==> src/rtl/tilt_gated_trial_supervisor_core_assert.svh <==
// Assertion macros used by the supervisor core RTL.
// Each use names the clock i_clk and the active-low reset i_rst_n of the enclosing module.
`ifndef TILT_GATED_TRIAL_SUPERVISOR_CORE_ASSERT_SVH
`define TILT_GATED_TRIAL_SUPERVISOR_CORE_ASSERT_SVH

// The condition holds at every clock edge outside reset.
`define TGTS_ASSERT(lbl, cond, msg) \
    lbl: assert property (@(posedge i_clk) disable iff (!i_rst_n) (cond)) \
        else $error(msg);

// When the antecedent holds, the consequent holds in the following cycle.
`define TGTS_ASSERT_NEXT(lbl, ante, cons, msg) \
    lbl: assert property (@(posedge i_clk) disable iff (!i_rst_n) (ante) |=> (cons)) \
        else $error(msg);

`endif

==> src/rtl/tgts_pkg.sv <==
// ----------------------------------------------------------------------------
// tgts_pkg
// Types, widths and register codes shared by the trial supervisor modules.
// ----------------------------------------------------------------------------
package tgts_pkg;

    localparam int TRIAL_CNT_W = 20;
    localparam int ANGLE_W     = 16;
    localparam int BAND_W      = 15;
    localparam int HOLD_W      = 16;
    localparam int TTICKS_W    = 20;
    localparam int LOG_W       = 16;
    localparam int MAG_W       = ANGLE_W + 1;
    localparam int TCMP_W      = (TRIAL_CNT_W > TTICKS_W) ? TRIAL_CNT_W : TTICKS_W;
    localparam int DATA_W      = 32;
    localparam int ADDR_W      = 5;

    localparam logic [BAND_W-1:0]   GATE_BAND_RST  = BAND_W'(500);
    localparam logic [HOLD_W-1:0]   GATE_HOLD_RST  = HOLD_W'(1000);
    localparam logic [TTICKS_W-1:0] TRIAL_RST      = TTICKS_W'(30000);
    localparam logic [BAND_W-1:0]   FALL_LIMIT_RST = BAND_W'(2500);
    localparam logic [LOG_W-1:0]    LOG_PERIOD_RST = LOG_W'(100);

    typedef enum logic [1:0] {
        PH_IDLE = 2'd0,
        PH_GATE = 2'd1,
        PH_RUN  = 2'd2
    } t_phase;

    typedef enum logic [1:0] {
        EV_NONE = 2'd0,
        EV_GATE = 2'd1,
        EV_DONE = 2'd2,
        EV_FALL = 2'd3
    } t_event;

    typedef enum logic {
        FN_TICK  = 1'b0,
        FN_START = 1'b1
    } t_func;

    typedef enum logic [2:0] {
        REG_GATE_BAND  = 3'd0,
        REG_GATE_HOLD  = 3'd1,
        REG_TRIAL      = 3'd2,
        REG_FALL_LIMIT = 3'd3,
        REG_LOG_PERIOD = 3'd4
    } t_reg_idx;

    typedef struct packed {
        logic [BAND_W-1:0]   gate_band;
        logic [HOLD_W-1:0]   gate_hold_ticks;
        logic [TTICKS_W-1:0] trial_ticks;
        logic [BAND_W-1:0]   fall_limit;
        logic [LOG_W-1:0]    log_period_ticks;
    } t_cfg;

    typedef struct packed {
        t_phase                 phase;
        logic [HOLD_W-1:0]      stable_cnt;
        logic [TRIAL_CNT_W-1:0] trial_cnt;
        logic [LOG_W-1:0]       log_cnt;
    } t_state;

    typedef struct packed {
        t_phase              phase;
        t_event              event_res;
        logic                log_valid;
        logic [ANGLE_W-1:0]  log_angle;
        logic                drive_enable;
    } t_result;

endpackage

==> src/rtl/tgts_step.sv <==
// ----------------------------------------------------------------------------
// tgts_step
// Next-state and result logic for one item of the trial supervisor.
// ----------------------------------------------------------------------------
module tgts_step (
    input  tgts_pkg::t_state                 i_st,
    input  tgts_pkg::t_cfg                   i_cfg,
    input  logic                             i_func,
    input  logic signed [tgts_pkg::ANGLE_W-1:0] i_tilt_angle,
    output tgts_pkg::t_state                 o_st,
    output tgts_pkg::t_result                o_res
);
    import tgts_pkg::*;

    logic signed [MAG_W-1:0] angle_ext;
    logic [MAG_W-1:0]        mag;
    logic [HOLD_W-1:0]       stable_inc;
    logic [TRIAL_CNT_W-1:0]  trial_inc;
    logic [LOG_W-1:0]        log_inc;

    assign angle_ext  = MAG_W'(i_tilt_angle);
    assign mag        = angle_ext[MAG_W-1] ? MAG_W'(-angle_ext) : MAG_W'(angle_ext);
    assign stable_inc = (&i_st.stable_cnt) ? i_st.stable_cnt : i_st.stable_cnt + 1'b1;
    assign trial_inc  = (&i_st.trial_cnt) ? i_st.trial_cnt : i_st.trial_cnt + 1'b1;
    assign log_inc    = (&i_st.log_cnt) ? i_st.log_cnt : i_st.log_cnt + 1'b1;

    always_comb begin
        o_st            = i_st;
        o_res.event_res = EV_NONE;
        o_res.log_valid = 1'b0;
        o_res.log_angle = '0;

        if (i_func == FN_START) begin
            if (i_st.phase == PH_IDLE) begin
                o_st.phase      = PH_GATE;
                o_st.stable_cnt = '0;
            end
        end else begin
            unique case (i_st.phase)
                PH_IDLE: begin
                end
                PH_GATE: begin
                    if (mag < MAG_W'(i_cfg.gate_band)) begin
                        o_st.stable_cnt = stable_inc;
                        if (stable_inc >= i_cfg.gate_hold_ticks) begin
                            o_st.phase      = PH_RUN;
                            o_st.trial_cnt  = '0;
                            o_st.log_cnt    = '0;
                            o_res.event_res = EV_GATE;
                        end
                    end else begin
                        o_st.stable_cnt = '0;
                    end
                end
                PH_RUN: begin
                    o_st.trial_cnt = trial_inc;
                    o_st.log_cnt   = log_inc;
                    // Once the trial length is reached, the angle of this tick is not used.
                    if (TCMP_W'(trial_inc) >= TCMP_W'(i_cfg.trial_ticks)) begin
                        o_st.phase      = PH_IDLE;
                        o_res.event_res = EV_DONE;
                    end else begin
                        if (log_inc >= i_cfg.log_period_ticks) begin
                            o_res.log_valid = 1'b1;
                            o_res.log_angle = i_tilt_angle;
                            o_st.log_cnt    = '0;
                        end
                        if (mag > MAG_W'(i_cfg.fall_limit)) begin
                            o_st.phase      = PH_IDLE;
                            o_res.event_res = EV_FALL;
                        end
                    end
                end
                default: begin
                    o_st.phase = PH_IDLE;
                end
            endcase
        end

        o_res.phase        = o_st.phase;
        o_res.drive_enable = (o_st.phase == PH_RUN);
    end

endmodule

==> src/rtl/tilt_gated_trial_supervisor_core.sv <==
// ----------------------------------------------------------------------------
// tilt_gated_trial_supervisor_core
// Balancing trial supervisor: gating, trial timing, angle logging, fall check.
// ----------------------------------------------------------------------------
// The block takes one item per clock cycle unless its output stalls, and returns
// one result per item in the cycle after its transfer, from an output register.
// The phase and counter registers are updated at the transfer edge by single-level
// compare and increment logic, so the next item may follow in the very next cycle.
// A new item is taken while the output register is empty or its result is being
// taken in the same cycle; a stalled output stops input transfers.
// Registers on the APB port are to be written only while the block is idle.
`include "tilt_gated_trial_supervisor_core_assert.svh"

module tilt_gated_trial_supervisor_core (
    input  logic                                 i_clk,
    input  logic                                 i_rst_n,
    input  logic                                 i_in_valid,
    output logic                                 o_in_ready,
    input  logic                                 i_func,
    input  logic signed [tgts_pkg::ANGLE_W-1:0]  i_tilt_angle,
    output logic                                 o_out_valid,
    input  logic                                 i_out_ready,
    output logic [1:0]                           o_phase,
    output logic [1:0]                           o_event_res,
    output logic                                 o_log_valid,
    output logic signed [tgts_pkg::ANGLE_W-1:0]  o_log_angle,
    output logic                                 o_drive_enable,
    input  logic                                 psel,
    input  logic                                 penable,
    input  logic                                 pwrite,
    input  logic [tgts_pkg::ADDR_W-1:0]          paddr,
    input  logic [tgts_pkg::DATA_W-1:0]          pwdata,
    output logic [tgts_pkg::DATA_W-1:0]          prdata,
    output logic                                 pready
);
    import tgts_pkg::*;

    t_cfg     r_cfg;
    t_state   r_state;
    t_state   n_state;
    t_result  r_res;
    t_result  n_res;
    logic     r_out_valid;
    logic     in_xfer;
    logic     cfg_wr;
    t_reg_idx reg_idx;

    assign pready     = 1'b1;
    assign cfg_wr     = psel && penable && pwrite && pready;
    assign reg_idx    = t_reg_idx'(paddr[ADDR_W-1:2]);
    assign o_in_ready = !r_out_valid || i_out_ready;
    assign in_xfer    = i_in_valid && o_in_ready;

    always_ff @(posedge i_clk) begin
        if (!i_rst_n) begin
            r_cfg.gate_band        <= GATE_BAND_RST;
            r_cfg.gate_hold_ticks  <= GATE_HOLD_RST;
            r_cfg.trial_ticks      <= TRIAL_RST;
            r_cfg.fall_limit       <= FALL_LIMIT_RST;
            r_cfg.log_period_ticks <= LOG_PERIOD_RST;
        end else if (cfg_wr) begin
            unique case (reg_idx)
                REG_GATE_BAND:  r_cfg.gate_band        <= pwdata[BAND_W-1:0];
                REG_GATE_HOLD:  r_cfg.gate_hold_ticks  <= pwdata[HOLD_W-1:0];
                REG_TRIAL:      r_cfg.trial_ticks      <= pwdata[TTICKS_W-1:0];
                REG_FALL_LIMIT: r_cfg.fall_limit       <= pwdata[BAND_W-1:0];
                REG_LOG_PERIOD: r_cfg.log_period_ticks <= pwdata[LOG_W-1:0];
                default: begin
                end
            endcase
        end
    end

    always_comb begin
        unique case (reg_idx)
            REG_GATE_BAND:  prdata = DATA_W'(r_cfg.gate_band);
            REG_GATE_HOLD:  prdata = DATA_W'(r_cfg.gate_hold_ticks);
            REG_TRIAL:      prdata = DATA_W'(r_cfg.trial_ticks);
            REG_FALL_LIMIT: prdata = DATA_W'(r_cfg.fall_limit);
            REG_LOG_PERIOD: prdata = DATA_W'(r_cfg.log_period_ticks);
            default:        prdata = '0;
        endcase
    end

    tgts_step u_step (
        .i_st         (r_state),
        .i_cfg        (r_cfg),
        .i_func       (i_func),
        .i_tilt_angle (i_tilt_angle),
        .o_st         (n_state),
        .o_res        (n_res)
    );

    always_ff @(posedge i_clk) begin
        if (!i_rst_n) begin
            r_state.phase      <= PH_IDLE;
            r_state.stable_cnt <= '0;
            r_state.trial_cnt  <= '0;
            r_state.log_cnt    <= '0;
            r_out_valid        <= 1'b0;
        end else begin
            if (in_xfer) begin
                r_state <= n_state;
            end
            if (in_xfer) begin
                r_out_valid <= 1'b1;
            end else if (i_out_ready) begin
                r_out_valid <= 1'b0;
            end
        end
    end

    // Result payload needs no reset; it is only looked at while valid.
    always_ff @(posedge i_clk) begin
        if (in_xfer) begin
            r_res <= n_res;
        end
    end

    assign o_out_valid    = r_out_valid;
    assign o_phase        = r_res.phase;
    assign o_event_res    = r_res.event_res;
    assign o_log_valid    = r_res.log_valid;
    assign o_log_angle    = r_res.log_angle;
    assign o_drive_enable = r_res.drive_enable;

    `TGTS_ASSERT(a_gate_runs, !(r_out_valid && r_res.event_res == EV_GATE) || r_res.phase == PH_RUN, "gate event without running phase")
    `TGTS_ASSERT(a_end_idles, !(r_out_valid && (r_res.event_res == EV_DONE || r_res.event_res == EV_FALL)) || r_res.phase == PH_IDLE, "trial end without idle phase")
    `TGTS_ASSERT(a_log_event, !(r_out_valid && r_res.log_valid) || r_res.event_res == EV_NONE || r_res.event_res == EV_FALL, "log on a gate or done tick")
    `TGTS_ASSERT(a_log_zero, !(r_out_valid && !r_res.log_valid) || r_res.log_angle == '0, "log angle not cleared without log")
    `TGTS_ASSERT_NEXT(a_no_skip_gate, r_state.phase == PH_IDLE, r_state.phase != PH_RUN, "running entered straight from idle")

endmodule
==> config.mk <==
export PLATFORM = sky130hd
export DESIGN_NAME = tilt_gated_trial_supervisor_core
export DESIGN_NICKNAME = d
export VERILOG_FILES = /design/src/rtl/tgts_pkg.sv /design/src/rtl/tgts_step.sv /design/src/rtl/tilt_gated_trial_supervisor_core.sv
export VERILOG_INCLUDE_DIRS = /design/src /design/src/rtl
export SDC_FILE = /design/constraint.sdc
export NUM_CORES = 1
export LEC_CHECK = 0
export BUFFER_PORTS_ARGS = -buffer_cell sky130_fd_sc_hd__buf_2
export CAP_MARGIN = 10
export CORE_MARGIN = 2
export CORE_UTILIZATION = 30
export CTS_BUF_LIST = sky130_fd_sc_hd__clkbuf_16
export DETAILED_ROUTE_END_ITERATION = 12
export SLEW_MARGIN = 25
export SYNTH_ARGS = -nofsm -noshare
export SYNTH_HDL_FRONTEND = slang
export SYNTH_HIERARCHICAL = 1
export SYNTH_SLANG_ARGS = --single-unit
==> constraint.sdc <==
create_clock -name i_clk -period 7.25 [get_ports i_clk]
set_input_delay 0.725 -clock i_clk [delete_from_list [all_inputs] [get_ports i_clk]]
set_output_delay 0.725 -clock i_clk [all_outputs]
set_load 0.01 [all_outputs]
-- Yosys cells after proc, flatten, opt, wreduce, memory -nomap -nowiden
Index checks and enable logic that the tools add are counted.
W data, S select, Z words.
- flip-flop bits (word level): 159
- memory bits (writable): 0
- logic and storage cells: 86
- input port bits: 61
- memories: 0
- bits in latches: 0
- output and inout bits: 57
- ROM bits: 0
- eq/ne operators: 10
- $mul: 0
- muxes and demuxes: 27
- order comparisons: 5
- add/sub/neg operators: 4
- reductions and logical operators: 22
- bitwise operators: 3
- divide/modulo/power cells: 0
- shift operators: 0
- operator list (cell ; number):
    $pmux W20 S5 ; 1
    $mux W16 ; 6
    $mux W36 ; 2
    $pmux W36 S2 ; 1
    $mux W18 ; 2
    $mux W17 ; 2
    $add A16 B1 Y16 const B ; 2
    $ge A16 B16 Y1 ; 2
    $reduce_and A16 Y1 ; 2
    $add A20 B1 Y20 const B ; 1
    $ge A20 B20 Y1 ; 1
    $mux W20 ; 1
    $reduce_and A20 Y1 ; 1
    $gt A17 B15 Y1 ; 1
    $lt A17 B15 Y1 ; 1
    $neg A16 Y17 ; 1
    $mux W2 ; 6
    $reduce_and A2 Y1 ; 5
    $eq A3 B2 Y1 const B ; 2
    $ne A2 B1 Y1 const B ; 3
    $pmux W2 S3 ; 1
    $reduce_bool A2 Y1 ; 3
    $reduce_and A5 Y1 ; 1
    $eq A2 B2 Y1 const B ; 2
    14 further kinds ; 21

-- Longest topological paths before layout
- word-level depth: 8
- depth in mapped cells: 22
- mapped depth without buffers: 18

-- Modules after synthesis
Netlist, hierarchy kept.
- by module, submodules not included (module ; area an instance (µm²) ; seq. area each (µm²) ; times used ; cells each):
    tilt_gated_trial_supervisor_core ; 6734.0 ; 3403.3 ; 1 ; 695
    tgts_step ; 4715.8 ; 0.0 ; 1 ; 708

-- Least setup slack after synthesis
Ideal clock, no wire load.
- kind: flip-flop to flip-flop
- from: register r_state[16] in the netlist's numbering
- to: register r_state[0] in the netlist's numbering
- setup slack: 2.912 ns
- cell stages (with the launch flop): 21
- period minus slack after synthesis: 4.338 ns
- arrival: 4.214 ns
- cell sequence: dfxtp_1 ha_1 nand3_1 or4_1 or3_1 nand2b_1 buf_2 nor2_1 and3_1 xor2_1 ha_1 a21oi_1 a21oi_1 a2111oi_0 a22o_1 a21o_1 clkbuf_1 nor3_1 a211o_1 nand3_1 a21boi_0
- longest elaborated chain between the ends: 5
- elaborated cells on any way between the ends: 6
- those cells by class: add/sub (1); order compare (1); mux (3); reduce/logical (1)
- RTL lines (what ; RTL line ; text):
    start, declared ; tilt_gated_trial_supervisor_core.sv:39 ; t_state r_state;
    start signal, assigned ; tilt_gated_trial_supervisor_core.sv:103 ; r_state <= n_state;
    $add A20 B1 Y20 / $reduce_and A20 Y1 (equally long branches) ; tgts_step.sv:24 ; assign trial_inc = (&i_st.trial_cnt) ? i_st.trial_cnt : i_st.trial_cnt + 1'b1;
    $mux W20 (*) ; tgts_step.sv:24 ;
    $ge A20 B20 Y1 (*) ; tgts_step.sv:59 ; if (TCMP_W'(trial_inc) >= TCMP_W'(i_cfg.trial_ticks)) begin
    $mux W16 (*) ; tgts_step.sv:59 ;
    $pmux W36 S2 (*) ; tgts_step.sv:39 ; unique case (i_st.phase)
Every way passes the cells marked *; elsewhere a longest branch is shown, timed or not.
A chain may end at the register's enable or synchronous reset.

-- Worst setup path in the final report
- from: register r_state[16] in the netlist's numbering
- to: register r_state[8] in the netlist's numbering
Same word-level chain as after synthesis.

==> results.json <==
{
  "outcome": "finished, final reports clean",
  "die_width_um": 199,
  "min_to": "r_cfg[52]",
  "timing.final.crit_share_pct": 73.9,
  "drive_above_1_share_pct": 12.3,
  "period_needed_ns": 5.36,
  "fp.dieH_um": 199,
  "p_leak_uw": 0.00541,
  "drt-wirelength-per-cell_um": 17.1,
  "skew_ns": 0.0136,
  "cts_sinks": 159,
  "fillers": 3997,
  "power_uw": 2020,
  "ys_ff_latch": 159,
  "cp.required_ns": 7.57,
  "clockBufferDepth": 2,
  "hold_depth": 2,
  "synth.top_cell.area_share_pct": 24.0,
  "r2r_end": "r_state[8]",
  "cts_buffers": 17,
  "yosysTopAreaCell": "dfxtp_1",
  "antenna_left": 0,
  "rsz0062_at_grt": "false",
  "antenna_found_initial": 0,
  "root_buffer": "clkbuf_16",
  "drt_first_pass_iters": 5,
  "start_util_pct": 30.4,
  "core_um2": 37700,
  "synthTopCellsByArea": "dfxtp_1 (24%), ha_1 (9.7%), mux2i_1 (5.9%)",
  "grt_pass1_vias": 9820,
  "regArea_um2": 3400,
  "cts_setup_buffers": 0,
  "cpMaxStageDelayCell": "or4_1",
  "multi_input_area_um2": 7230,
  "synthArstFlopShare_pct": 0,
  "grt.overflow.total": 0,
  "synth_edf_count": 22,
  "instances_no_fill": 1959,
  "cts.clk_slew.worst_paths_ns": 0.07,
  "diodes": 0,
  "syn_inst": 1403,
  "drc_errors": 0,
  "htreeDepth": 4,
  "final_util_pct": 33.8,
  "cts_tree": "yes",
  "worstHoldStart": "r_cfg[52]",
  "drt_iter0_markers": 702,
  "cts-resized-gates": 0,
  "grt_pass1_wl_um": 53000,
  "synth_ff_type": "dfxtp_1",
  "setup_viol": 0,
  "vias": 10200,
  "dpl.hpwl_um": 23900,
  "ys_seq_area_share_pct": 29.7,
  "min_path_type": "reg2reg",
  "drv_slew": 0,
  "worst_skew_pair.late_latency_ns": 0.44,
  "slew_headroom_pct": 34.1,
  "peakVddDrop_uv": 150,
  "reg2reg_slack_ns": 1.89,
  "cap_violations": 0,
  "num_io_pins": 118,
  "synth_area_per_cell_um2": 8.16,
  "cts_hold_buf": 0,
  "syn_area_um2": 11400,
  "vias_per_cell": 5.23,
  "place_inst": 1927,
  "end_kind": "flip-flop",
  "reg2reg_depth": 18,
  "grt_use_total_pct": 17.0,
  "cp-start-kind": "flip-flop",
  "nets": 1585,
  "die_area_um2": 39700,
  "crit_chain": "ha_1 > nand3_1 > or4_1 > or3_1 > nand2b_1 > nor2_1 > and3_1 > xor2_1 > ha_1 > a21oi_1 > a21oi_1 > a2111oi_0 > a22o_1 > a21oi_1 > and3_1 > a221o_1 > nand3_1 > a21boi_0",
  "crit_type": "reg2reg",
  "arrival_ns": 5.67,
  "yosys_warnings": 6,
  "setup_tns_ns": 0,
  "grt_max_degree": 96,
  "rows": 71,
  "synthToLayoutAreaGrowth_pct": 11.3,
  "timing.fmax_mhz": 187,
  "reg2reg_from": "r_state[16]",
  "power_per_cell_area_nw_per_um2": 158,
  "max_stage_delay_ns": 0.56,
  "ys_types": 69,
  "worst_slew_pin_slew_ns": 0.986,
  "place_congestion": 0.841,
  "routed_wl_um": 33600,
  "hold_viol_final": 0,
  "path_common_cell": "a21oi_1",
  "path_max_fanout": 12,
  "port_buffers": 90
}
==> cell usage in the layout (no fill, tap or decap), types with 48 or more instances in the layout <==
cell type / netlist / layout
dfxtp_1: 137 / 137
nor2_1: 50 / 48
buf_2: 17 / 89
nand2_1: 143 / 143
mux2i_1: 68 / 68
ha_1: 89 / 89
nand3_1: 92 / 92
inv_1: 107 / 108
a21boi_0: 54 / 54
a21oi_1: 55 / 55
o21ai_0: 94 / 94
==> synth_stat cells, drive strengths merged (41+ instances only) <==
library cell,number
nand3,92
o21ai,96
clkbuf,56
inv,107
mux2i,68
nand2,145
dfxtp,137
a21boi,56
a21oi,60
nor2,51
buf,41
ha,89
==> worst max-delay path: cells and delay by family (launching register included) <==
kind / cells / cell delay, ns
compound gates: 7 / 1.77
fa+ha+maj: 2 / 0.58
simple gates: 8 / 2.29
xor+xnor: 1 / 0.15
flops: 1 / 0.43
==> where the power goes <==
group	internal, µW	switching [µW]	total, µW	leakage [µW]
clock	486	396	881	0.000281
combinational	72.7	155	228	0.00380
sequential	902	6.05	908	0.00133
==> sequential cells by signal, summed over array words and instances, names as in the netlist <==
register	count
o_phase	2
r_state	54
o_log_angle	16
o_out_valid	1
o_event_res	2
o_log_valid	1
o_drive_enable	1
r_cfg	82
==> metrics by stage <==
step | instance area (µm²) | setup WS (ns) | hold slack, ns
4_1_cts | 12700 | 1.80 | 0.475
6_report | 12700 | 1.89 | 0.475
3_5_place_dp | 12200 | 1.82 | 0.465
5_1_grt | 12700 | 1.47 | 0.496
3_3_place_gp | 12200 | 1.93 | 0.457
2_1_floorplan | 11500 | 2.91 | 0.443
==> layer usage <==
metal	global-route usage, %	share of wire [%]
met1	23.4	48
met2	26.9	45
met3	2.57	4.2
met4	5.84	2.5
met5	0	0
==> kinds of logic after synthesis <==
kind of cell | synth area share (%)
multiplexers | 7.81
XOR/XNOR | 3.21
AO/OA/AOI/OAI | 21.9
adder cells (fa/ha/maj) | 9.73
flip-flops | 29.7
AND/OR/NAND/NOR | 19.8
other | 0.0656
buffers and inverters | 7.74
==> final cells by class <==
class                   count  share of cell area, %
clock buffers              18                   3.53
clock inverters            14                  0.766
repair buffers             99                   4.08
inverters                 107                   3.15
flip-flops and latches    159                   26.7
well taps                 511                   5.02
multi-input cells        1051                   56.8
==> worst max-delay path by stage <==
stage                startpoint        endpoint  slack [ns]  cells past startpoint
floorplan           r_state[16]      r_state[0]        2.91                     20
global placement    r_state[16]  o_log_angle[5]        1.93                     16
detailed placement  r_state[16]  o_log_angle[7]        1.82                     16
CTS                 r_state[16]  o_log_angle[1]        1.80                     16
global route        r_state[16]      r_state[8]        1.47                     18
finish              r_state[16]      r_state[8]        1.89                     18
No activity file was read; power rests on OpenSTA's default activity.
